<file path="src/rtl/core/uer_pkg.sv">
// Package with the shared constants and types of the ultrasonic echo ranger.
package uer_pkg;

    localparam int MODE_BITS     = 2;
    localparam int CAPTURE_BITS  = 16;
    localparam int CFG_IDX_BITS  = 2;
    localparam int CFG_DATA_BITS = 16;
    localparam int PERIOD_BITS   = 16;
    localparam int TIMEOUT_BITS  = 16;
    localparam int SCALE_BITS    = 10;
    localparam int MS_BITS       = 32;
    localparam int WIDTH_BITS    = 24;
    localparam int DIST_BITS     = 25;
    localparam int PROD_BITS     = WIDTH_BITS + SCALE_BITS;
    localparam int RECIP_BITS    = 64;
    localparam int RECIP_SHIFT   = 37;
    localparam int S_TDATA_BITS  = 16;
    localparam int S_TUSER_BITS  = 2;
    localparam int M_TDATA_BITS  = 56;
    localparam int M_TUSER_BITS  = 3;

    localparam int DEF_COUNTER_BITS  = 16;
    localparam int DEF_OVERFLOW_BITS = 8;

    localparam logic [MODE_BITS-1:0] MODE_TICK     = 2'd0;
    localparam logic [MODE_BITS-1:0] MODE_RISE     = 2'd1;
    localparam logic [MODE_BITS-1:0] MODE_FALL     = 2'd2;
    localparam logic [MODE_BITS-1:0] MODE_OVERFLOW = 2'd3;

    localparam logic [CFG_IDX_BITS-1:0] REG_PERIOD  = 2'd0;
    localparam logic [CFG_IDX_BITS-1:0] REG_TIMEOUT = 2'd1;
    localparam logic [CFG_IDX_BITS-1:0] REG_SCALE   = 2'd2;

    localparam logic [PERIOD_BITS-1:0]  PERIOD_RESET  = 16'd500;
    localparam logic [TIMEOUT_BITS-1:0] TIMEOUT_RESET = 16'd60;
    localparam logic [SCALE_BITS-1:0]   SCALE_RESET   = 10'd170;

    // Products at or above 100 * 2^25 give a distance beyond the output range.
    localparam logic [PROD_BITS-1:0] SAT_THRESHOLD = 34'd3355443200;
    // Reciprocal of 100 scaled by 2^37, exact for every 32-bit dividend.
    localparam logic [31:0]          RECIP_100     = 32'd1374389535;
    localparam logic [DIST_BITS-1:0] DIST_MAX      = {DIST_BITS{1'b1}};

    typedef struct packed {
        logic                  trigger_request;
        logic                  timeout_flag;
        logic                  report_valid;
        logic [WIDTH_BITS-1:0] echo_width;
    } uer_flags_t;

endpackage

</file>
<file path="src/rtl/core/ultrasonic_echo_ranger.sv">
// Top level of the ultrasonic echo ranger with its event logic and distance pipeline.
//
// The ranger takes one event per request on the slave stream (kind in s_tuser, capture
// value in s_tdata) and accepts a new request in every cycle while the output side keeps
// up. The state is updated in the cycle a request is accepted; a millisecond tick that
// raises a trigger, a timeout or a report produces one result, registered in turn in
// the width times scale product, the reciprocal multiply that divides by 100 and the
// output register. Any stall on the master side holds the whole pipeline and drops
// s_tready. Configuration writes are taken in every cycle and should only be issued
// while no result is pending.
module ultrasonic_echo_ranger #(
    parameter int COUNTER_BITS  = uer_pkg::DEF_COUNTER_BITS,
    parameter int OVERFLOW_BITS = uer_pkg::DEF_OVERFLOW_BITS
) (
    input  logic                                 clk,
    input  logic                                 rst_n,
    input  logic                                 cfg_valid,
    output logic                                 cfg_ready,
    input  logic [uer_pkg::CFG_IDX_BITS-1:0]     cfg_index,
    input  logic [uer_pkg::CFG_DATA_BITS-1:0]    cfg_data,
    input  logic                                 s_tvalid,
    output logic                                 s_tready,
    // Fields from bit 0: capture_value[15:0].
    input  logic [uer_pkg::S_TDATA_BITS-1:0]     s_tdata,
    // Fields from bit 0: mode[1:0].
    input  logic [uer_pkg::S_TUSER_BITS-1:0]     s_tuser,
    output logic                                 m_tvalid,
    input  logic                                 m_tready,
    // Fields from bit 0: echo_width[23:0], range_mm[48:24], zero fill[55:49].
    output logic [uer_pkg::M_TDATA_BITS-1:0]     m_tdata,
    // Fields from bit 0: trigger_request, timeout_flag, report_valid.
    output logic [uer_pkg::M_TUSER_BITS-1:0]     m_tuser
);
    import uer_pkg::*;

    localparam int CAP_BITS = (COUNTER_BITS < CAPTURE_BITS) ? COUNTER_BITS : CAPTURE_BITS;
    localparam int SUM_BITS = (OVERFLOW_BITS + COUNTER_BITS > WIDTH_BITS)
                              ? OVERFLOW_BITS + COUNTER_BITS : WIDTH_BITS;

    logic [PERIOD_BITS-1:0]   period_reg;
    logic [TIMEOUT_BITS-1:0]  timeout_reg;
    logic [SCALE_BITS-1:0]    scale_reg;

    logic [MS_BITS-1:0]       ms_count_reg, ms_count_next;
    logic [MS_BITS-1:0]       last_trigger_reg, last_trigger_next;
    logic [MS_BITS-1:0]       echo_start_reg, echo_start_next;
    logic                     echo_open_reg, echo_open_next;
    logic [OVERFLOW_BITS-1:0] overflow_reg, overflow_next;
    logic [CAP_BITS-1:0]      first_capture_reg, first_capture_next;
    logic [WIDTH_BITS-1:0]    width_store_reg, width_store_next;
    logic                     fresh_reg, fresh_next;

    logic                     s1_valid_reg, s2_valid_reg, out_valid_reg;
    uer_flags_t               s1_flags_reg, s2_flags_reg, out_flags_reg;
    logic [PROD_BITS-1:0]     s1_prod_reg;
    logic [RECIP_BITS-1:0]    s2_recip_reg;
    logic                     s2_sat_reg;
    logic [DIST_BITS-1:0]     out_dist_reg;

    logic                     advance;
    logic                     accept;
    logic [MODE_BITS-1:0]     mode;
    logic [CAP_BITS-1:0]      cap;
    logic [SUM_BITS-1:0]      width_sum;
    logic                     trig, tmo, rep, open_after_trig, fresh_after_trig;
    logic [WIDTH_BITS-1:0]    width_after;
    uer_flags_t               flags;
    logic                     has_result;

    assign cfg_ready = 1'b1;
    assign advance   = !out_valid_reg || m_tready;
    assign s_tready  = advance;
    assign accept    = s_tvalid && advance;
    assign mode      = s_tuser[MODE_BITS-1:0];
    assign cap       = s_tdata[CAP_BITS-1:0];

    assign width_sum = (SUM_BITS'(overflow_reg) << COUNTER_BITS) + SUM_BITS'(cap)
                       - SUM_BITS'(first_capture_reg);

    always_comb
    begin
        ms_count_next      = ms_count_reg;
        last_trigger_next  = last_trigger_reg;
        echo_start_next    = echo_start_reg;
        echo_open_next     = echo_open_reg;
        overflow_next      = overflow_reg;
        first_capture_next = first_capture_reg;
        width_store_next   = width_store_reg;
        fresh_next         = fresh_reg;
        trig               = 1'b0;
        tmo                = 1'b0;
        rep                = 1'b0;
        open_after_trig    = echo_open_reg;
        fresh_after_trig   = fresh_reg;
        width_after        = width_store_reg;
        unique case (mode)
            MODE_RISE:
            begin
                first_capture_next = cap;
                echo_open_next     = 1'b1;
                overflow_next      = '0;
                echo_start_next    = ms_count_reg;
            end
            MODE_FALL:
            begin
                if (echo_open_reg)
                begin
                    width_store_next = width_sum[WIDTH_BITS-1:0];
                    echo_open_next   = 1'b0;
                    fresh_next       = 1'b1;
                end
            end
            MODE_OVERFLOW:
            begin
                if (echo_open_reg && (overflow_reg != {OVERFLOW_BITS{1'b1}}))
                begin
                    overflow_next = overflow_reg + 1'b1;
                end
            end
            default:
            begin
                ms_count_next    = ms_count_reg + 1'b1;
                trig             = (ms_count_next - last_trigger_reg)
                                   >= MS_BITS'(period_reg);
                open_after_trig  = echo_open_reg && !trig;
                fresh_after_trig = fresh_reg && !trig;
                tmo              = open_after_trig && ((ms_count_next - echo_start_reg)
                                   > MS_BITS'(timeout_reg));
                width_after      = (trig || tmo) ? '0 : width_store_reg;
                rep              = fresh_after_trig && (width_after != '0);
                if (trig)
                begin
                    last_trigger_next = ms_count_next;
                end
                echo_open_next   = open_after_trig && !tmo;
                width_store_next = width_after;
                fresh_next       = fresh_after_trig && !rep;
            end
        endcase
    end

    always_comb
    begin
        flags.trigger_request = trig;
        flags.timeout_flag    = tmo;
        flags.report_valid    = rep;
        flags.echo_width      = rep ? width_after : '0;
    end

    assign has_result = trig || tmo || rep;

    always_ff @(posedge clk or negedge rst_n)
    begin
        if (!rst_n)
        begin
            period_reg  <= PERIOD_RESET;
            timeout_reg <= TIMEOUT_RESET;
            scale_reg   <= SCALE_RESET;
        end
        else if (cfg_valid)
        begin
            unique case (cfg_index)
                REG_PERIOD:  period_reg  <= cfg_data[PERIOD_BITS-1:0];
                REG_TIMEOUT: timeout_reg <= cfg_data[TIMEOUT_BITS-1:0];
                REG_SCALE:   scale_reg   <= cfg_data[SCALE_BITS-1:0];
                default:     ;
            endcase
        end
    end

    always_ff @(posedge clk or negedge rst_n)
    begin
        if (!rst_n)
        begin
            ms_count_reg      <= '0;
            last_trigger_reg  <= '0;
            echo_start_reg    <= '0;
            echo_open_reg     <= 1'b0;
            overflow_reg      <= '0;
            first_capture_reg <= '0;
            width_store_reg   <= '0;
            fresh_reg         <= 1'b0;
        end
        else if (accept)
        begin
            ms_count_reg      <= ms_count_next;
            last_trigger_reg  <= last_trigger_next;
            echo_start_reg    <= echo_start_next;
            echo_open_reg     <= echo_open_next;
            overflow_reg      <= overflow_next;
            first_capture_reg <= first_capture_next;
            width_store_reg   <= width_store_next;
            fresh_reg         <= fresh_next;
        end
    end

    always_ff @(posedge clk or negedge rst_n)
    begin
        if (!rst_n)
        begin
            s1_valid_reg  <= 1'b0;
            s2_valid_reg  <= 1'b0;
            out_valid_reg <= 1'b0;
        end
        else if (advance)
        begin
            s1_valid_reg  <= accept && (mode == MODE_TICK) && has_result;
            s2_valid_reg  <= s1_valid_reg;
            out_valid_reg <= s2_valid_reg;
        end
    end

    always_ff @(posedge clk)
    begin
        if (advance)
        begin
            s1_flags_reg  <= flags;
            s1_prod_reg   <= PROD_BITS'(flags.echo_width) * PROD_BITS'(scale_reg);
            s2_flags_reg  <= s1_flags_reg;
            s2_sat_reg    <= s1_prod_reg >= SAT_THRESHOLD;
            s2_recip_reg  <= RECIP_BITS'(s1_prod_reg[31:0]) * RECIP_BITS'(RECIP_100);
            out_flags_reg <= s2_flags_reg;
            out_dist_reg  <= s2_sat_reg ? DIST_MAX
                             : s2_recip_reg[RECIP_SHIFT+DIST_BITS-1:RECIP_SHIFT];
        end
    end

    assign m_tvalid = out_valid_reg;
    assign m_tdata  = {{(M_TDATA_BITS-WIDTH_BITS-DIST_BITS){1'b0}}, out_dist_reg,
                       out_flags_reg.echo_width};
    assign m_tuser  = {out_flags_reg.report_valid, out_flags_reg.timeout_flag,
                       out_flags_reg.trigger_request};

endmodule

</file>
<file path="config.mk">
export PLATFORM = sky130hd
export DESIGN_NAME = ultrasonic_echo_ranger
export DESIGN_NICKNAME = d
export VERILOG_FILES = /design/src/rtl/core/uer_pkg.sv /design/src/rtl/core/ultrasonic_echo_ranger.sv
export SDC_FILE = /design/constraint.sdc
export NUM_CORES = 2
export LEC_CHECK = 0
export BUFFER_PORTS_ARGS = -buffer_cell sky130_fd_sc_hd__buf_2
export CORE_ASPECT_RATIO = 1.5
export CORE_MARGIN = 2
export CORE_UTILIZATION = 55
export DETAILED_ROUTE_END_ITERATION = 10
export GPL_ROUTABILITY_DRIVEN = 0
export MAX_ROUTING_LAYER = met4
export PLACE_DENSITY = 0.77
export SYNTH_ARGS = -nofsm -noshare
export SYNTH_HDL_FRONTEND = slang
export SYNTH_SLANG_ARGS = --single-unit
export TNS_END_PERCENT = 20
</file>
<file path="constraint.sdc">
create_clock -name clk -period 13.53 [get_ports clk]
set_clock_uncertainty 0.2 [all_clocks]
set_input_delay 1.353 -clock clk [delete_from_list [all_inputs] [get_ports clk]]
set_output_delay 1.353 -clock clk [all_outputs]
set_load 0.05 [all_outputs]
</file>
==> out/qor.yml <==
status:
  status: "complete, no violations"
routing:
  drt_pass1_iterations: 6
  wl_um: 105000
  post_drt_wl_per_cell_um: 20.1
  met3_length_um: 5530
  first_iter_violations: 1644
  vias: 30200
  via_per_inst: 5.78
  wl_met1_um: 36200
  drcViolationCount: 0
  antenna_left: 0
  route.met2.wl_um: 54700
  top_layer: "met4"
setup_path:
  arrival_ns: 12.96
  path_max_fanout: 49
  crit_path_frequent_cell: "fa_1"
  startpoint_type: "flop"
  critPathMaxStageDelay_ns: 0.57
  slowest_stage: "fa_1"
  worstSetupPathType: "flop to flop"
  cp_data_required_time_ns: 13.66
  endpoint_kind: "flop"
cells_and_area:
  multi_input_area_um2: 29100
  nets: 5378
  area_growth_pct: 6.49
  layout_commonest_cell: "inv_1"
  largest_reg_flops: 34
  fillCellCount: 6449
  final_cell_mix: "873 x inv_1, 590 x ha_1, 565 x fa_1, 177 x dfrtp_1, 166 x edfxtp_1"
  register_area_um2: 9780
  drive_gt1_share_pct: 8.87
sta:
  final.period_utilization_pct: 94.8
  setup_viol: 0
  finalMaxSlewViolations: 0
  slew_headroom_pct: 21.7
  rsz0062_at_grt: "no"
  min_period_ns: 12.83
  timing.fmax_mhz: 78.0
  setup_tns_ns: 0
  tightest_slew_ns: 1.17
  timing.final.hold_violations: 0
synth:
  yosysUniqueCellTypes: 83
  postSynthCellCount: 4153
  synth_ff_type: "dfrtp_1"
  yosys_warnings: 0
  yosysSeqAreaShare_pct: 22.9
  synth-seq-cells: 357
  synth-edff-count: 166
  async_flop_share_pct: 53.5
  netlist_area_um2: 42700
  syn_avg_cell_area_um2: 10.3
clocking:
  cts_root_buf: "clkbuf_16"
  cts_tree: "done"
  htreeDepth: 2
  cts.clk_slew.worst_paths_ns: 0.06
  clockBufferDepth: 3
  cts_buffers: 41
  clock_latency_ns: 0.59
  cts_hold_buf: 0
  cts.sinks: 357
global_route:
  antenna_found_initial: 3
  grtUsageTotal_pct: 27.7
  grt_pass1_vias: 32500
  grt_pass1_wl_um: 168000
  overflow: 0
  grt_max_degree: 136
floorplan:
  design.die.area_um2: 80000
  io_pins: 103
  coreArea_um2: 77300
  rows: 125
  die_h_um: 345
  fp.dieW_um: 232
  initial_core_util_pct: 55.3
run:
  timing.max_cap.violations: 0
power:
  p_leak_nw: 24.1
  ir_worst_vdd_mv: 0.152
  power.density_nw_per_um2: 173
  p_total_mw: 7.88
placed_design:
  hpwl_um: 85000
  placement.io_buffers: 94
hold_path:
  hp-class: "flop to flop"
==> path summary, 6_finish.rpt <==
check,from,endpoint,slack [ns],cells after the start
max in group asynchronous,rst_n,last_trigger_reg[12],10.78,2
min,s2_flags_reg[5],m_tdata[5],0.22,0
min in group asynchronous,rst_n,first_capture_reg[10],0.67,1
min reg2reg,s2_flags_reg[5],m_tdata[5],0.22,0
max reg2reg,ms_count_reg[0],s1_prod_reg[33],0.70,44
max,ms_count_reg[0],s1_prod_reg[33],0.70,44
==> critical path: cells and delay by family, from the launching register on <==
family	cells	cell delay (ns)
simple gates	13	3.22
fa+ha+maj	8	3.60
flops	1	0.55
xor+xnor	2	0.27
compound gates	16	3.74
buf+inv	5	0.98
==> repair_timing <==
| item | 4_1_cts | 5_1_grt |
|---|---|---|
| resized for setup | 0 | 7 |
| setup endpoints to repair | 0 | 11 |
| setup buffers | 0 | 2 |
==> synthesized netlist by cell type, types with 19 or more instances <==
cell type  number  area (µm²)
nand3_1       164         821
inv_1         873        3280
and2_1         33         206
or2_2          36         225
nand4_1        41         257
xnor2_1       114         998
a21oi_1       124         621
o21a_1         33         248
nor4_1         19         119
nor3_1         41         205
ha_1          590        7380
nand2_1       158         593
mux2_2        102        1150
xor2_1         57         499
nand2b_1       20         125
a21o_1         56         420
o22ai_1        23         144
edfxtp_1      166        4980
nor2b_1        25         156
nor2_1        134         503
buf_2          37         185
clkbuf_1       84         315
o21ai_0       120         601
fa_1          565       11300
dfrtp_1       177        4430
and3_1        140         876
==> cells by family (layout without fill, tap and decap cells) <==
logic type | after synthesis | after routing | share of synthesized area (%)
AOI/OAI and AO/OA | 492 | 492 | 7.46
xor gates and xnor gates | 171 | 171 | 3.50
adders and majority gates | 1155 | 1155 | 43.7
buffers and inverters | 1014 | 1068 | 9.21
DFF | 357 | 357 | 22.9
muxes | 107 | 107 | 2.80
other | 2 | 9 | 0.0176
and+or+nand+nor | 855 | 857 | 10.4
==> layout make-up <==
type,instances,share of cell area [%]
Clock buffer,54,2.59
Tap cell,1016,2.79
Timing Repair Buffer,119,1.49
Antenna cell,1,0.00550
Multi-Input combinational cell,2790,64.0
Clock inverter,22,0.432
Inverter,873,7.20
Sequential cell,357,21.5
==> metal layers <==
metal  track usage, %  vias up
li1                 -    13700
met1             28.4    15000
met2             48.6     1070
met3             3.85      469
met4             19.1        0
met5                -        -
==> through the flow <==
step                      setup WS (ns)  hold slack (ns)  util (%)  instances  cell area [µm²]
final                             0.703            0.215      58.9       5232            45500
after global routing             0.0235            0.224      58.9       5232            45500
after CTS                         0.121            0.215      58.8       5227            45400
after detailed placement          0.124            0.205      57.0       5151            44100
after global placement            0.321            0.203      57.0       5151            44100
after floorplan                    2.19            0.200         -       4159            42800
==> where the power goes <==
group / switching, mW / total [mW] / internal (mW) / leakage (nW)
combinational: 2.98 / 5.13 / 2.14 / 19.1
sequential: 0.207 / 1.62 / 1.42 / 4.34
clock: 0.474 / 1.13 / 0.658 / 0.672
total: 3.66 / 7.88 / 4.22 / 24.1
Note: power is estimated with default switching activity, not from simulation.
